==> config.mk <==
export PLATFORM = sky130hd
export DESIGN_NAME = utf8_to_utf16_transcoder_top
export DESIGN_NICKNAME = d
export VERILOG_FILES = /design/src/u8u16_pkg.sv /design/src/u8u16_fifo.sv /design/src/u8u16_front.sv /design/src/u8u16_back.sv /design/src/utf8_to_utf16_transcoder_top.sv
export SDC_FILE = /design/constraint.sdc
export NUM_CORES = 1
export LEC_CHECK = 0
export BUFFER_PORTS_ARGS = -buffer_cell sky130_fd_sc_hd__buf_2
export CORE_MARGIN = 5
export CORE_UTILIZATION = 36
export DETAILED_ROUTE_END_ITERATION = 8
export SKIP_LAST_GASP = 1
export SLEW_MARGIN = 20
export SYNTH_ARGS = -nofsm -noshare
export SYNTH_HDL_FRONTEND = slang
export SYNTH_SLANG_ARGS = --single-unit
export TNS_END_PERCENT = 10
==> constraint.sdc <==
create_clock -name i_clk -period 3 [get_ports i_clk]
set_input_delay 0.15 -clock i_clk [delete_from_list [all_inputs] [get_ports i_clk]]
set_output_delay 0.15 -clock i_clk [all_outputs]
set_load 0.01 [all_outputs]
==> src/u8u16_pkg.sv <==
// Shared types and constants for the UTF-8 to UTF-16 transcoder.
`default_nettype none
package u8u16_pkg;

    // Decoded-op queue between front and back
    localparam int QDEPTH = 4;
    localparam int QPTR_W = $clog2(QDEPTH);
    localparam int QCNT_W = $clog2(QDEPTH + 1);

    // Op kinds issued by the front decoder
    localparam logic [1:0] OP_UNIT = 2'd0;
    localparam logic [1:0] OP_PAIR = 2'd1;
    localparam logic [1:0] OP_ERR  = 2'd2;

    localparam logic [20:0] SUPP_BASE = 21'h10000;
    localparam logic [5:0]  HI_PFX    = 6'b110110;  // 0xD800 >> 10
    localparam logic [5:0]  LO_PFX    = 6'b110111;  // 0xDC00 >> 10

    typedef struct packed {
        logic [1:0]  kind;
        logic [19:0] payload;   // unit in low 16 bits, or supplementary offset
        logic        last;
    } t_op;

endpackage
`default_nettype wire

==> src/u8u16_fifo.sv <==
// Short queue of decoded ops between the front decoder and the back emitter.
`default_nettype none
module u8u16_fifo (
    input  wire                    i_clk,
    input  wire                    i_rst_n,
    input  wire                    i_push,
    input  wire u8u16_pkg::t_op    i_wr_data,
    input  wire                    i_pop,
    output logic                   o_full,
    output logic                   o_empty,
    output u8u16_pkg::t_op         o_rd_data
);

    u8u16_pkg::t_op                     r_mem [u8u16_pkg::QDEPTH];
    logic [u8u16_pkg::QPTR_W-1:0]       r_wr_ptr;
    logic [u8u16_pkg::QPTR_W-1:0]       r_rd_ptr;
    logic [u8u16_pkg::QCNT_W-1:0]       r_count;

    assign o_full    = (r_count == u8u16_pkg::QCNT_W'(u8u16_pkg::QDEPTH));
    assign o_empty   = (r_count == '0);
    assign o_rd_data = r_mem[r_rd_ptr];

    always_ff @(posedge i_clk) begin
        if (i_push) begin
            r_mem[r_wr_ptr] <= i_wr_data;
        end
    end

    always_ff @(posedge i_clk) begin
        if (!i_rst_n) begin
            r_wr_ptr <= '0;
            r_rd_ptr <= '0;
            r_count  <= '0;
        end else begin
            if (i_push) begin
                r_wr_ptr <= r_wr_ptr + 1'b1;
            end
            if (i_pop) begin
                r_rd_ptr <= r_rd_ptr + 1'b1;
            end
            if (i_push && !i_pop) begin
                r_count <= r_count + 1'b1;
            end else if (i_pop && !i_push) begin
                r_count <= r_count - 1'b1;
            end
        end
    end

endmodule
`default_nettype wire

==> src/u8u16_front.sv <==
// Front decoder: takes UTF-8 bytes, tracks the open sequence, issues ops.
`default_nettype none
module u8u16_front (
    input  wire                 i_clk,
    input  wire                 i_rst_n,
    input  wire                 i_valid,
    input  wire  [7:0]          i_data,
    input  wire                 i_last,
    output logic                o_ready,
    input  wire                 i_full,
    output logic                o_push,
    output u8u16_pkg::t_op      o_op
);

    logic [20:0] r_accum, n_accum;
    logic [1:0]  r_left,  n_left;
    logic        r_four,  n_four;
    logic        r_drop,  n_drop;

    logic        accept;
    logic [20:0] acc_shift;
    logic [20:0] supp_off;
    logic [1:0]  left_m1;

    assign o_ready   = !i_full;
    assign accept    = i_valid && o_ready;
    assign acc_shift = {r_accum[14:0], i_data[5:0]};
    assign supp_off  = acc_shift - u8u16_pkg::SUPP_BASE;
    assign left_m1   = r_left - 2'd1;

    always_comb begin
        n_accum = r_accum;
        n_left  = r_left;
        n_four  = r_four;
        n_drop  = r_drop;
        o_push  = 1'b0;
        o_op    = '0;
        if (accept) begin
            if (r_drop) begin
                // discard up to and including the end mark
                if (i_last) begin
                    n_drop = 1'b0;
                end
            end else if (r_left != 2'd0) begin
                if (left_m1 != 2'd0) begin
                    if (i_last) begin
                        n_accum   = '0;
                        n_left    = '0;
                        n_four    = 1'b0;
                        o_push    = 1'b1;
                        o_op.kind = u8u16_pkg::OP_ERR;
                        o_op.last = 1'b1;
                    end else begin
                        n_accum = acc_shift;
                        n_left  = left_m1;
                    end
                end else begin
                    n_accum = '0;
                    n_left  = '0;
                    n_four  = 1'b0;
                    o_push  = 1'b1;
                    o_op.last = i_last;
                    if (r_four) begin
                        o_op.kind    = u8u16_pkg::OP_PAIR;
                        o_op.payload = supp_off[19:0];
                    end else begin
                        o_op.kind    = u8u16_pkg::OP_UNIT;
                        o_op.payload = {4'd0, acc_shift[15:0]};
                    end
                end
            end else begin
                if (!i_data[7]) begin
                    o_push       = 1'b1;
                    o_op.kind    = u8u16_pkg::OP_UNIT;
                    o_op.payload = {12'd0, i_data};
                    o_op.last    = i_last;
                end else if (i_data[7:5] == 3'b110 || i_data[7:4] == 4'b1110
                             || i_data[7:3] == 5'b11110) begin
                    if (i_last) begin
                        // sequence cut short on its lead byte
                        o_push    = 1'b1;
                        o_op.kind = u8u16_pkg::OP_ERR;
                        o_op.last = 1'b1;
                    end else if (i_data[7:5] == 3'b110) begin
                        n_accum = {16'd0, i_data[4:0]};
                        n_left  = 2'd1;
                        n_four  = 1'b0;
                    end else if (i_data[7:4] == 4'b1110) begin
                        n_accum = {17'd0, i_data[3:0]};
                        n_left  = 2'd2;
                        n_four  = 1'b0;
                    end else begin
                        n_accum = {18'd0, i_data[2:0]};
                        n_left  = 2'd3;
                        n_four  = 1'b1;
                    end
                end else begin
                    // bad lead: report, then drop to the end mark
                    o_push    = 1'b1;
                    o_op.kind = u8u16_pkg::OP_ERR;
                    o_op.last = i_last;
                    n_drop    = !i_last;
                end
            end
        end
    end

    always_ff @(posedge i_clk) begin
        if (!i_rst_n) begin
            r_accum <= '0;
            r_left  <= '0;
            r_four  <= 1'b0;
            r_drop  <= 1'b0;
        end else begin
            r_accum <= n_accum;
            r_left  <= n_left;
            r_four  <= n_four;
            r_drop  <= n_drop;
        end
    end

endmodule
`default_nettype wire

==> src/u8u16_back.sv <==
// Back emitter: turns queued ops into UTF-16 beats in an output register.
`default_nettype none
module u8u16_back (
    input  wire                 i_clk,
    input  wire                 i_rst_n,
    input  wire                 i_empty,
    input  wire u8u16_pkg::t_op i_op,
    output logic                o_pop,
    output logic                o_valid,
    input  wire                 i_ready,
    output logic [15:0]         o_unit,
    output logic                o_err,
    output logic                o_last
);

    logic        r_valid,    n_valid;
    logic        r_phase,    n_phase;
    logic [15:0] r_unit,     n_unit;
    logic        r_err,      n_err;
    logic        r_last,     n_last;
    logic [9:0]  r_low,      n_low;
    logic        r_low_last, n_low_last;
    logic        load;

    assign load    = !r_valid || i_ready;
    assign o_valid = r_valid;
    assign o_unit  = r_unit;
    assign o_err   = r_err;
    assign o_last  = r_last;

    always_comb begin
        n_valid    = r_valid;
        n_phase    = r_phase;
        n_unit     = r_unit;
        n_err      = r_err;
        n_last     = r_last;
        n_low      = r_low;
        n_low_last = r_low_last;
        o_pop      = 1'b0;
        if (load) begin
            if (r_phase) begin
                // second half of a surrogate pair
                n_valid = 1'b1;
                n_unit  = {u8u16_pkg::LO_PFX, r_low};
                n_err   = 1'b0;
                n_last  = r_low_last;
                n_phase = 1'b0;
            end else if (!i_empty) begin
                o_pop   = 1'b1;
                n_valid = 1'b1;
                case (i_op.kind)
                    u8u16_pkg::OP_PAIR: begin
                        n_unit     = {u8u16_pkg::HI_PFX, i_op.payload[19:10]};
                        n_err      = 1'b0;
                        n_last     = 1'b0;
                        n_phase    = 1'b1;
                        n_low      = i_op.payload[9:0];
                        n_low_last = i_op.last;
                    end
                    u8u16_pkg::OP_ERR: begin
                        n_unit = '0;
                        n_err  = 1'b1;
                        n_last = i_op.last;
                    end
                    default: begin
                        n_unit = i_op.payload[15:0];
                        n_err  = 1'b0;
                        n_last = i_op.last;
                    end
                endcase
            end else begin
                n_valid = 1'b0;
            end
        end
    end

    always_ff @(posedge i_clk) begin
        if (!i_rst_n) begin
            r_valid <= 1'b0;
            r_phase <= 1'b0;
        end else begin
            r_valid <= n_valid;
            r_phase <= n_phase;
        end
    end

    always_ff @(posedge i_clk) begin
        r_unit     <= n_unit;
        r_err      <= n_err;
        r_last     <= n_last;
        r_low      <= n_low;
        r_low_last <= n_low_last;
    end

endmodule
`default_nettype wire

==> src/utf8_to_utf16_transcoder_top.sv <==
// UTF-8 to UTF-16 transcoder: top level joining decoder, op queue and emitter.
//
// Slave channel: one UTF-8 byte per beat in tdata, tlast marks the final byte
// of a stream. Master channel: one UTF-16 code unit per beat in tdata, tuser
// flags an error beat (unit is zero then), tlast marks the final result.
// The decoder takes a byte every cycle while the four-entry op queue has
// room; bytes that open or continue a sequence produce no beat until the
// sequence completes. A completing byte pushes its op into the queue, and the
// emitter loads it into the output register once that register is free.
// Throughput is one byte per cycle while the queue has room; a four-byte
// sequence yields two beats (surrogate pair) in turn from the single output register,
// and the queue absorbs that extra beat. A bad lead byte gives one error beat
// and the rest of the stream up to tlast is dropped; a stream cut short gives
// one error beat with tlast. When the receiver stalls, the output register
// holds its beat, the queue fills and tready drops after four more ops.
// Synchronous reset clears the open sequence, drop mode, queue and output.
`default_nettype none
module utf8_to_utf16_transcoder_top (
    input  wire         i_clk,
    input  wire         i_rst_n,
    input  wire         i_s_axis_tvalid,
    output logic        o_s_axis_tready,
    input  wire  [7:0]  i_s_axis_tdata,   // [7:0] data_byte
    input  wire         i_s_axis_tlast,
    output logic        o_m_axis_tvalid,
    input  wire         i_m_axis_tready,
    output logic [15:0] o_m_axis_tdata,   // [15:0] code_unit
    output logic        o_m_axis_tuser,   // [0] is_error
    output logic        o_m_axis_tlast
);

    logic           full;
    logic           empty;
    logic           push;
    logic           pop;
    u8u16_pkg::t_op wr_op;
    u8u16_pkg::t_op rd_op;

    u8u16_front u_front (
        .i_clk   (i_clk),
        .i_rst_n (i_rst_n),
        .i_valid (i_s_axis_tvalid),
        .i_data  (i_s_axis_tdata),
        .i_last  (i_s_axis_tlast),
        .o_ready (o_s_axis_tready),
        .i_full  (full),
        .o_push  (push),
        .o_op    (wr_op)
    );

    u8u16_fifo u_fifo (
        .i_clk     (i_clk),
        .i_rst_n   (i_rst_n),
        .i_push    (push),
        .i_wr_data (wr_op),
        .i_pop     (pop),
        .o_full    (full),
        .o_empty   (empty),
        .o_rd_data (rd_op)
    );

    u8u16_back u_back (
        .i_clk   (i_clk),
        .i_rst_n (i_rst_n),
        .i_empty (empty),
        .i_op    (rd_op),
        .o_pop   (pop),
        .o_valid (o_m_axis_tvalid),
        .i_ready (i_m_axis_tready),
        .o_unit  (o_m_axis_tdata),
        .o_err   (o_m_axis_tuser),
        .o_last  (o_m_axis_tlast)
    );

endmodule
`default_nettype wire

=== After elaboration in Yosys (flattened, before gate mapping) ===
Memories as Yosys holds them, arrays and structs flattened. A register that Yosys moved wholly into a read port is not among the register bits.
Index checks and enable logic that the tools add are counted.

* Flip-flop bits (word level): 56
* Bits in writable memories: 92
* Input bits: 13
* Output and inout bits: 20
* Logic and storage cells: 125
* Memories: 1

* Add/subtract/negate cells: 6
* Eq/ne operators: 9
* Muxes and demuxes: 70
* Bitwise logic cells: 3
* Reduce and logical (&&, ||, !) cells: 21

{| class="wikitable"
|+ Memory list
! memory !! depth !! bits a word !! read ports !! clocked after Yosys merged registers in !! write ports !! line !! RTL
|-
| u_fifo.r_mem || 4 || 23 || 1 || 1 || 1 || u8u16_fifo.sv:14 || <nowiki>u8u16_pkg::t_op r_mem [u8u16_pkg::QDEPTH];</nowiki>
|}

{| class="wikitable"
|+ Operator list
! cell !! number
|-
| 2-to-1 mux 14 bit || 6
|-
| 2-to-1 mux 23 bit || 3
|-
| 2-to-1 mux 1 bit || 38
|-
| case mux 16 bit (2 select lines) || 1
|-
| 2-to-1 mux 2 bit || 13
|-
| 2-to-1 mux 21 bit || 1
|-
| 2-to-1 mux 20 bit || 1
|-
| subtractor 20 x 17 -> 20 bit (second input constant) || 1
|-
| 2-to-1 mux 16 bit || 1
|-
| 2-to-1 mux 10 bit || 1
|-
| nonzero test 2 bit || 5
|-
| 2-to-1 mux 7 bit || 1
|-
| equality test 3 bit (second input constant) || 2
|-
| 2-to-1 mux 3 bit || 2
|-
| AND reduction 6 bit || 1
|-
| equality test 5 bit (second input constant) || 1
|-
| zero test 1 bit || 5
|-
| 2-to-1 mux 5 bit || 1
|-
| AND reduction 5 bit || 1
|-
| adder 2 x 1 -> 2 bit (second input constant) || 2
|-
| equality test 4 bit (second input constant) || 1
|-
| 2-to-1 mux 4 bit || 1
|-
| AND reduction 4 bit || 1
|-
| adder 3 x 1 -> 3 bit (second input constant) || 1
|-
| 12 further kinds || 18
|}

=== Depth between registers and ports, before layout ===
Gate-level depths: netlist of run 1.

* Depth after elaboration: 12
* Mapped depth: 11
* Gate-level depth less buffers: 10

=== Cells and area by module ===
Synthesis of run 1 repeated with hierarchy kept, for this count alone.

* Cell total of the unflattened synthesis: 405
* Area total of the unflattened synthesis: 6,354.8 µm²

{| class="wikitable"
|+ Modules (own cells, without submodules)
! module !! instances !! cells an instance !! area each (µm²) !! seq. area each (µm²)
|-
| u8u16_fifo || 1 || 163 || 3,798.6 || 2,942.8
|-
| u8u16_back || 1 || 98 || 1,436.4 || 910.9
|-
| u8u16_front || 1 || 144 || 1,119.8 || 360.3
|}

=== Worst setup path before layout of run 1 ===
No wires, ideal clock.

* Path kind: register -> register
* Start point: register u_front.r_left[0]
* End point: register u_fifo.r_count[2] in the netlist's numbering
* Arrival time: 2.413 ns
* Path slack: 0.511 ns
* Cell stages (with the launch flop): 12
* Cell sequence: dfxtp_1 inv_1 ha_1 buf_2 nor3_2 a211oi_4 ha_1 inv_1 fa_1 xor2_1 or3_1 a21boi_0

* Cells in the longest elaborated chain, start to end: 9
* Elaborated cells on any way between the ends: 12
* Classes of those cells: add/sub: 1; mux: 5; reduce/logical: 6

{| class="wikitable"
|+ RTL lines
! what !! line !! RTL
|-
| from (decl) || u8u16_front.sv:16 || <nowiki>logic [1:0] r_left, n_left;</nowiki>
|-
| from (signal assigned) || u8u16_front.sv:116 || <nowiki>r_left <= n_left;</nowiki>
|-
| subtractor 2 x 1 -> 2 bit || u8u16_front.sv:29 || <nowiki>assign left_m1 = r_left - 2'd1;</nowiki>
|-
| nonzero test 2 bit || u8u16_front.sv:45 || <nowiki>if (left_m1 != 2'd0) begin</nowiki>
|-
| 2-to-1 mux 1 bit || u8u16_front.sv:45 ||
|-
| 2-to-1 mux 1 bit * || u8u16_front.sv:44 || <nowiki>end else if (r_left != 2'd0) begin</nowiki>
|-
| 2-to-1 mux 1 bit * || u8u16_front.sv:39 || <nowiki>if (r_drop) begin</nowiki>
|-
| 2-to-1 mux 1 bit * || u8u16_front.sv:38 || <nowiki>if (accept) begin</nowiki>
|-
| via push || utf8_to_utf16_transcoder_top.sv:34 || <nowiki>logic push;</nowiki>
|-
| zero test 1 bit || u8u16_fifo.sv:43 || <nowiki>end else if (i_pop && !i_push) begin</nowiki>
|-
| logical AND 1 bit || u8u16_fifo.sv:43 ||
|-
| nonzero test 2 bit (no line) || n/a ||
|-
| to (signal assigned) || u8u16_fifo.sv:42 || <nowiki>r_count <= r_count + 1'b1;</nowiki>
|-
| to (signal assigned) || u8u16_fifo.sv:44 || <nowiki>r_count <= r_count - 1'b1;</nowiki>
|-
| to (decl) || u8u16_fifo.sv:17 || <nowiki>logic [u8u16_pkg::QCNT_W-1:0] r_count;</nowiki>
|}

Mark *: on every way through the listed nets, which the timed path passes. The rest lies on a longest branch.
A chain may end at the register's enable or synchronous reset.

=== Worst setup path after layout of run 1 ===
Ends and elaborated chain as after synthesis.

==> impl_metrics.tcl, run 1 <==
set metrics [dict create \
    io_pins 33 \
    cp_slowest_stage_delay_ns 0.42 \
    wl_per_cell_um 16.6 \
    start_kind "flip-flop" \
    fmax_mhz 372 \
    clockRootBuffer "clkbuf_16" \
    placed_cell_area_mm2 0.00665 \
    m1WireLength_um 5390 \
    clkTransAtPathRegs_ns 0.06 \
    place_congestion 0.796 \
    core_area_mm2 0.0172 \
    diodes 0 \
    ant_nets 0 \
    whs_ns 0.0261 \
    crit_path_top_delay_cell "fa_1" \
    period_minus_slack_ns 2.69 \
    setup_viol 0 \
    status "complete, no violations" \
    critPathKind "flip-flop to flip-flop" \
    die_h_um 142 \
    leakage_nw 2.72 \
    vias 3351 \
    cts_buffers 17 \
    htree_num_levels 4 \
    path_cells "inv_1 > ha_2 > nor3_2 > a211oi_4 > ha_1 > inv_1 > fa_1 > xor2_1 > or3_1 > a21boi_0" \
    cp.arrival_ns 3.02 \
    fin_worst_skew_ns 0.0108 \
    ys_ff_latch 150 \
    dr.pass1.iters 4 \
    maxSlewViolCount 0 \
    drive_gt1_share_pct 21.3 \
    timing.critical_path.mode_cell "inv_1" \
    portBuffers 32 \
    crit_family "adder cells" \
    synth.distinct_cells 45 \
    synth_top_area_cell "edfxtp_1" \
    grt_first_pass_wirelength_um 18700 \
    nNetsFinal 480 \
    ir_worst_vdd_mv 0.403 \
    die_w_um 142 \
    num_rows 48 \
    postCtsSetupBuffers 0 \
    cts_tree "built" \
    rsz0062_at_grt "false" \
    async_flop_share_pct 0 \
    cp.required_ns 3.33 \
    clockBufferDepth 2 \
    clk_latency_ns 0.42 \
    wl_met3_um 518 \
    synth.avg_cell_area_um2 15.3 \
    nFillCells 1577 \
    synth.top_cell.area_share_pct 58.2 \
    ys.flop_type "edfxtp_1" \
    design_area_mm2 0.00733 \
    wl_met2_um 5440 \
    seq_area_frac_synth_pct 67.5 \
    slew_headroom_pct 45.9 \
    worstPathMaxFanout 12 \
    placed_cells 659 \
    synthTopCellsByArea "edfxtp_1 58%, dfxtp_1 9.3%, mux4_2 6.1%" \
    synth_area_mm2 0.00624 \
    instances_no_fill 694 \
    vias_per_cell 4.83 \
    hold_class "input pin to flip-flop" \
    fin_crit_sh_pct 89.7 \
    clock-sinks 150 \
    fin_setup_tns_ns 0 \
    grt_remaining_overflow 0 \
    synth-warning-count 0 \
    grt_max_degree 37 \
    tightest_slew_ns 0.810 \
    highest_layer "met4" \
    drc 0 \
    hold_violations 0 \
    dieArea_mm2 0.0201 \
    drt_wl_total_um 11500 \
    grtUsageTotal_pct 12.4 \
    worstSetupEndpointType "flip-flop" \
    path_buf_inv 2 \
    power.density_mw_per_mm2 924 \
    maxCapViolations 0 \
    antenna_found_initial 0 \
    synth_edf_count 121 \
    syn_nets 433 \
    drtIter0Drc 215 \
    start_util_pct 36.3 \
    syn_inst 409 \
    area_growth_pct 17.5 \
    dp_hpwl_um 7680 \
    grt_pass1_vias 3422 \
]
-- synthesized netlist by cell type, types with 9 or more instances --
cell / instances
inv_1: 17
clkbuf_1: 9
dfxtp_1: 29
mux2i_1: 20
nor2_1: 13
ha_1: 10
and2_1: 24
mux4_2: 17
a22oi_1: 11
edfxtp_1: 121
nand2_1: 56
o21ai_1: 10
-- through the flow --
step / utilization [%] / setup WS (ns) / total power (W)
after global placement: 38.7 / 0.342 / 0.00448
final: 42.7 / 0.308 / 0.00677
after floorplan: - / 0.511 / 0.00405
after CTS: 42.7 / 0.175 / 0.00684
after detailed placement: 38.7 / 0.181 / 0.00453
after global routing: 42.7 / 0.0790 / 0.00713
-- per-layer routing --
layer | vias to the layer above | global-route usage, %
li1 | 1623 | -
met1 | 1633 | 16.6
met2 | 79 | 19.3
met3 | 16 | 3.34
met4 | 0 | 4.80
met5 | - | 0
-- logic make-up (layout without fill, tap and decap cells) --
kind of cell / after synthesis / in the layout / share of synthesized area, %
adder cells (fa/ha/maj): 11 / 11 / 2.33
AO/OA/AOI/OAI: 42 / 42 / 4.73
multiplexers: 43 / 43 / 11.9
flip-flops: 150 / 150 / 67.5
buffers and inverters: 36 / 96 / 2.91
XOR/XNOR: 5 / 5 / 0.702
AND/OR/NAND/NOR: 122 / 122 / 9.91
-- cell type report --
| cell class | instances | area, um2 | area share [%] |
|---|---|---|---|
| Clock buffer | 20 | 447 | 6.09 |
| Multi-Input combinational cell | 223 | 1850 | 25.2 |
| Clock inverter | 12 | 200 | 2.73 |
| Tap cell | 225 | 282 | 3.84 |
| Inverter | 17 | 63.8 | 0.870 |
| Timing Repair Buffer | 47 | 280 | 3.82 |
| Sequential cell | 150 | 4210 | 57.5 |
-- path summary, 6_finish.rpt --
path,from,endpoint,slack [ns],depth (start not counted)
min reg2reg,u_front.r_accum[7]$_SDFFE_PN0P_,u_front.r_accum[13]$_SDFFE_PN0P_,0.46,2
max,u_front.r_left[0]$_SDFFE_PN0P_,u_fifo.r_count[2]$_SDFFE_PN0P_,0.31,10
max reg2reg,u_front.r_left[0]$_SDFFE_PN0P_,u_fifo.r_count[2]$_SDFFE_PN0P_,0.31,10
min,i_s_axis_tdata[5],u_front.r_accum[5]$_SDFFE_PN0P_,0.03,3
-- registers in the layout, summed over array words and instances (netlist names), named ones only --
signal	flops
u_front.r_accum	14
u_front.r_drop	1
u_fifo.r_count	3
u_back.r_low_last	1
u_front.r_four	1
u_back.o_last	1
u_fifo.r_mem	92
u_back.o_valid	1
u_front.r_left	2
u_back.o_unit	16
u_fifo.r_rd_ptr	2
u_fifo.r_wr_ptr	2
u_back.o_err	1
u_back.r_phase	1
u_back.r_low	10
-- where the power goes --
part           leakage [nW]  switching [W]  internal (W)
combinational         0.992       0.000947      0.000685
sequential             1.41       0.000115       0.00273
clock                 0.318       0.000801       0.00150
total                  2.72        0.00186       0.00491
-- worst register-to-register path: stages, from the launching register on --
cell	delay [ns]
dfxtp_1	0.33
inv_1	0.07
ha_2	0.32
nor3_2	0.11
a211oi_4	0.36
ha_1	0.24
inv_1	0.07
fa_1	0.42
xor2_1	0.18
or3_1	0.31
a21boi_0	0.20
-- cell usage in the layout (no fill, tap or decap), types with 2 or more instances in the layout --
cell type and count:
xnor2_1 3, bufinv_16 5, inv_1 17, nand2b_1 3, a31oi_1 2, clkbuf_1 2
buf_4 12, nor3_1 4, xor2_1 2, nor2b_1 5, a22oi_1 11, clkbuf_16 17
mux4_1 6, o21ai_1 10, nor3_2 3, and2_1 24, mux4_2 17, nand3_1 5
clkinv_2 3, edfxtp_1 121, buf_2 32, dlygate4sd3_1 3, a21oi_1 2, nand2_1 56
clkinv_4 3, nor4_1 2, mux2i_1 20, o21ai_0 5, dfxtp_1 29, ha_1 9
nor2_1 13, a21boi_0 3
-- what timing repair did --
action	CTS	global route
hold buffers	3	0
endpoints found under the hold margin	3	0
resized for setup	0	1
setup endpoints to repair	0	1
Note: power is estimated with default switching activity, not from simulation.
==> inputs of run 2 (changes only) <==
Settings changed: CTS_BUF_LIST set to sky130_fd_sc_hd__clkbuf_8, PLACE_DENSITY set to 0.59.
Clock period 3 ns to 2.4 ns, I/O delays scaled along.
==> run 2 against run 1 <==
  * Cell count grew 1.7%
  * Sequential power rose by 25%
  * Global-route usage increased by 0.061 points
  * Worst setup slack lost 0.27 ns
  * Critical path depth is the same
  * Die area unchanged
  * Utilization is 0.60 points lower
  * Register-to-register slack worse by 0.27 ns
  * Sequential share of layout area grew 0.85 points
  * Total power rose by 12%
  * Fmax up 14%
  * Clock skew up 0.00097 ns
  * Critical path type unchanged
  * Largest cell class unchanged
==> impl_metrics.tcl, run 2 (synthesized netlist as in run 1, its figures left out) <==
set metrics [dict create \
    status "complete, no violations" \
    worstPathMaxFanout 3 \
    start_kind "flip-flop" \
    fin_crit_sh_pct 98.6 \
    hold_class "input pin to flip-flop" \
    grt_pass1_vias 3497 \
    grt_first_pass_wirelength_um 18900 \
    combPwrFrac_pct 27.9 \
    placed_cells 666 \
    nFillCells 1602 \
    cp.required_ns 2.77 \
    regArea_mm2 0.00422 \
    vias 3345 \
    ir_worst_vdd_mv 0.370 \
    fin_worst_skew_ns 0.0118 \
    grt_max_degree 29 \
    grtUsageTotal_pct 12.4 \
    place_ws_ns -0.0108 \
    num_rows 48 \
    clockRootBuffer "clkbuf_8" \
    portBuffers 32 \
    start_util_pct 36.3 \
    postCtsSetupBuffers 0 \
    power.density_mw_per_mm2 1050 \
    final.setup.worst_slack_ns 0.0337 \
    drc 0 \
    rsz0062_at_grt "true" \
    vias_per_cell 4.74 \
    clock-sinks 150 \
    maxSlewViolCount 0 \
    top_register "u_fifo.r_mem" \
    fmax_mhz 423 \
    io_pins 33 \
    final_cell_mix "121 x edfxtp_1, 56 x nand2_1, 32 x buf_2" \
    htree_num_levels 4 \
    drtIter0Drc 193 \
    maxCapViolations 0 \
    instances_no_fill 706 \
    tightest_slew_ns 0.713 \
    grt_remaining_overflow 0 \
    die_w_um 142 \
    slew_headroom_pct 52.3 \
    leakage_nw 2.67 \
    rrSetupSlack_ns 0.03 \
    wl_per_cell_um 16.2 \
    sw_frac_of_total_pct 29.6 \
    setup_viol 0 \
    cts_tree "built" \
    worstSetupEndpointType "flip-flop" \
    cts_buffers 17 \
    drt_wl_total_um 11400 \
    hold_violations 0 \
    critPathKind "flip-flop to flip-flop" \
    intPower_w 0.00533 \
    clk_latency_ns 0.45 \
    dr.pass1.iters 5 \
    clkTransAtPathRegs_ns 0.08 \
    multi_input_area_mm2 0.00187 \
    die_h_um 142 \
    dieArea_mm2 0.0201 \
    cp.arrival_ns 2.74 \
    dp_hpwl_um 7720 \
    antenna_found_initial 0 \
    diodes 0 \
    largest_reg_flops 92 \
    power_switching_w 0.00225 \
    area_growth_pct 15.9 \
    layout_commonest_cell "edfxtp_1" \
    power.share.clock_pct 25.4 \
    period_minus_slack_ns 2.37 \
    whs_ns 0.0521 \
    clockBufferDepth 2 \
    place_congestion 0.785 \
    nNetsFinal 492 \
    core_area_mm2 0.0172 \
    drive_gt1_share_pct 22.9 \
    pwr-share-seq_pct 46.7 \
    ant_nets 0 \
]
-- run 2: path summary, 6_finish.rpt --
path / startpoint / to / depth (start not counted)
setup / recovery: u_front.r_left[1]$_SDFFE_PN0P_ / u_fifo.r_count[2]$_SDFFE_PN0P_ / 10
hold / removal: i_rst_n / u_front.r_left[0]$_SDFFE_PN0P_ / 3
setup reg to reg: u_front.r_left[1]$_SDFFE_PN0P_ / u_fifo.r_count[2]$_SDFFE_PN0P_ / 10
hold reg to reg: u_front.r_accum[9]$_SDFFE_PN0P_ / u_front.r_accum[9]$_SDFFE_PN0P_ / 2
-- run 2: worst max-delay path: stages (launching register included) --
cell      delay [ns]
dfxtp_1         0.32
inv_1           0.10
ha_1            0.19
nor3_2          0.08
a211oi_4        0.24
ha_2            0.22
inv_1           0.06
fa_1            0.42
xor2_1          0.18
or3_1           0.32
a21boi_0        0.16
-- run 2: repair_timing --
| action | CTS | global route |
|---|---|---|
| pin swaps | 2 | 0 |
| endpoints found under the hold margin | 8 | 0 |
| hold buffers | 8 | 0 |
| endpoints found under the setup margin | 1 | 15 |
| gates resized for setup | 1 | 1 |
-- run 2: routing by layer --
metal	track usage, %	vias up	routed length [um]
li1	-	1631	-
met1	16.9	1640	5360
met2	19.1	70	5320
met3	3.10	4	653
met4	5.15	0	78
met5	0	-	0
-- run 2: final cells by class --
cell class | instances | area share (%)
clock buffers | 17 | 3.24
repair buffers | 59 | 5.64
flip-flops and latches | 150 | 58.3
well taps | 225 | 3.89
inverters | 17 | 0.883
multi-input cells | 223 | 25.8
clock inverters | 15 | 2.22
-- run 2: metrics by stage --
step | total power, W | TNS, ns | utilization, % | instance area [um2]
finish | 0.00758 | 0 | 42.1 | 7230
global route | 0.00805 | -0.0759 | 42.1 | 7230
CTS | 0.00769 | 0 | 42.1 | 7230
detailed placement | 0.00574 | -0.0108 | 39.3 | 6740
global placement | 0.00568 | 0 | 39.3 | 6740
floorplan | 0.00508 | 0 | - | 6260
-- run 2: power groups by stage --
stage	sequential, W	combinational [W]	clock (W)
2_1_floorplan	0.00367	0.00141	0
4_1_cts	0.00355	0.00216	0.00198
6_report	0.00354	0.00212	0.00192
3_3_place_gp	0.00359	0.00209	0
3_5_place_dp	0.00360	0.00214	0
5_1_grt	0.00358	0.00237	0.00210
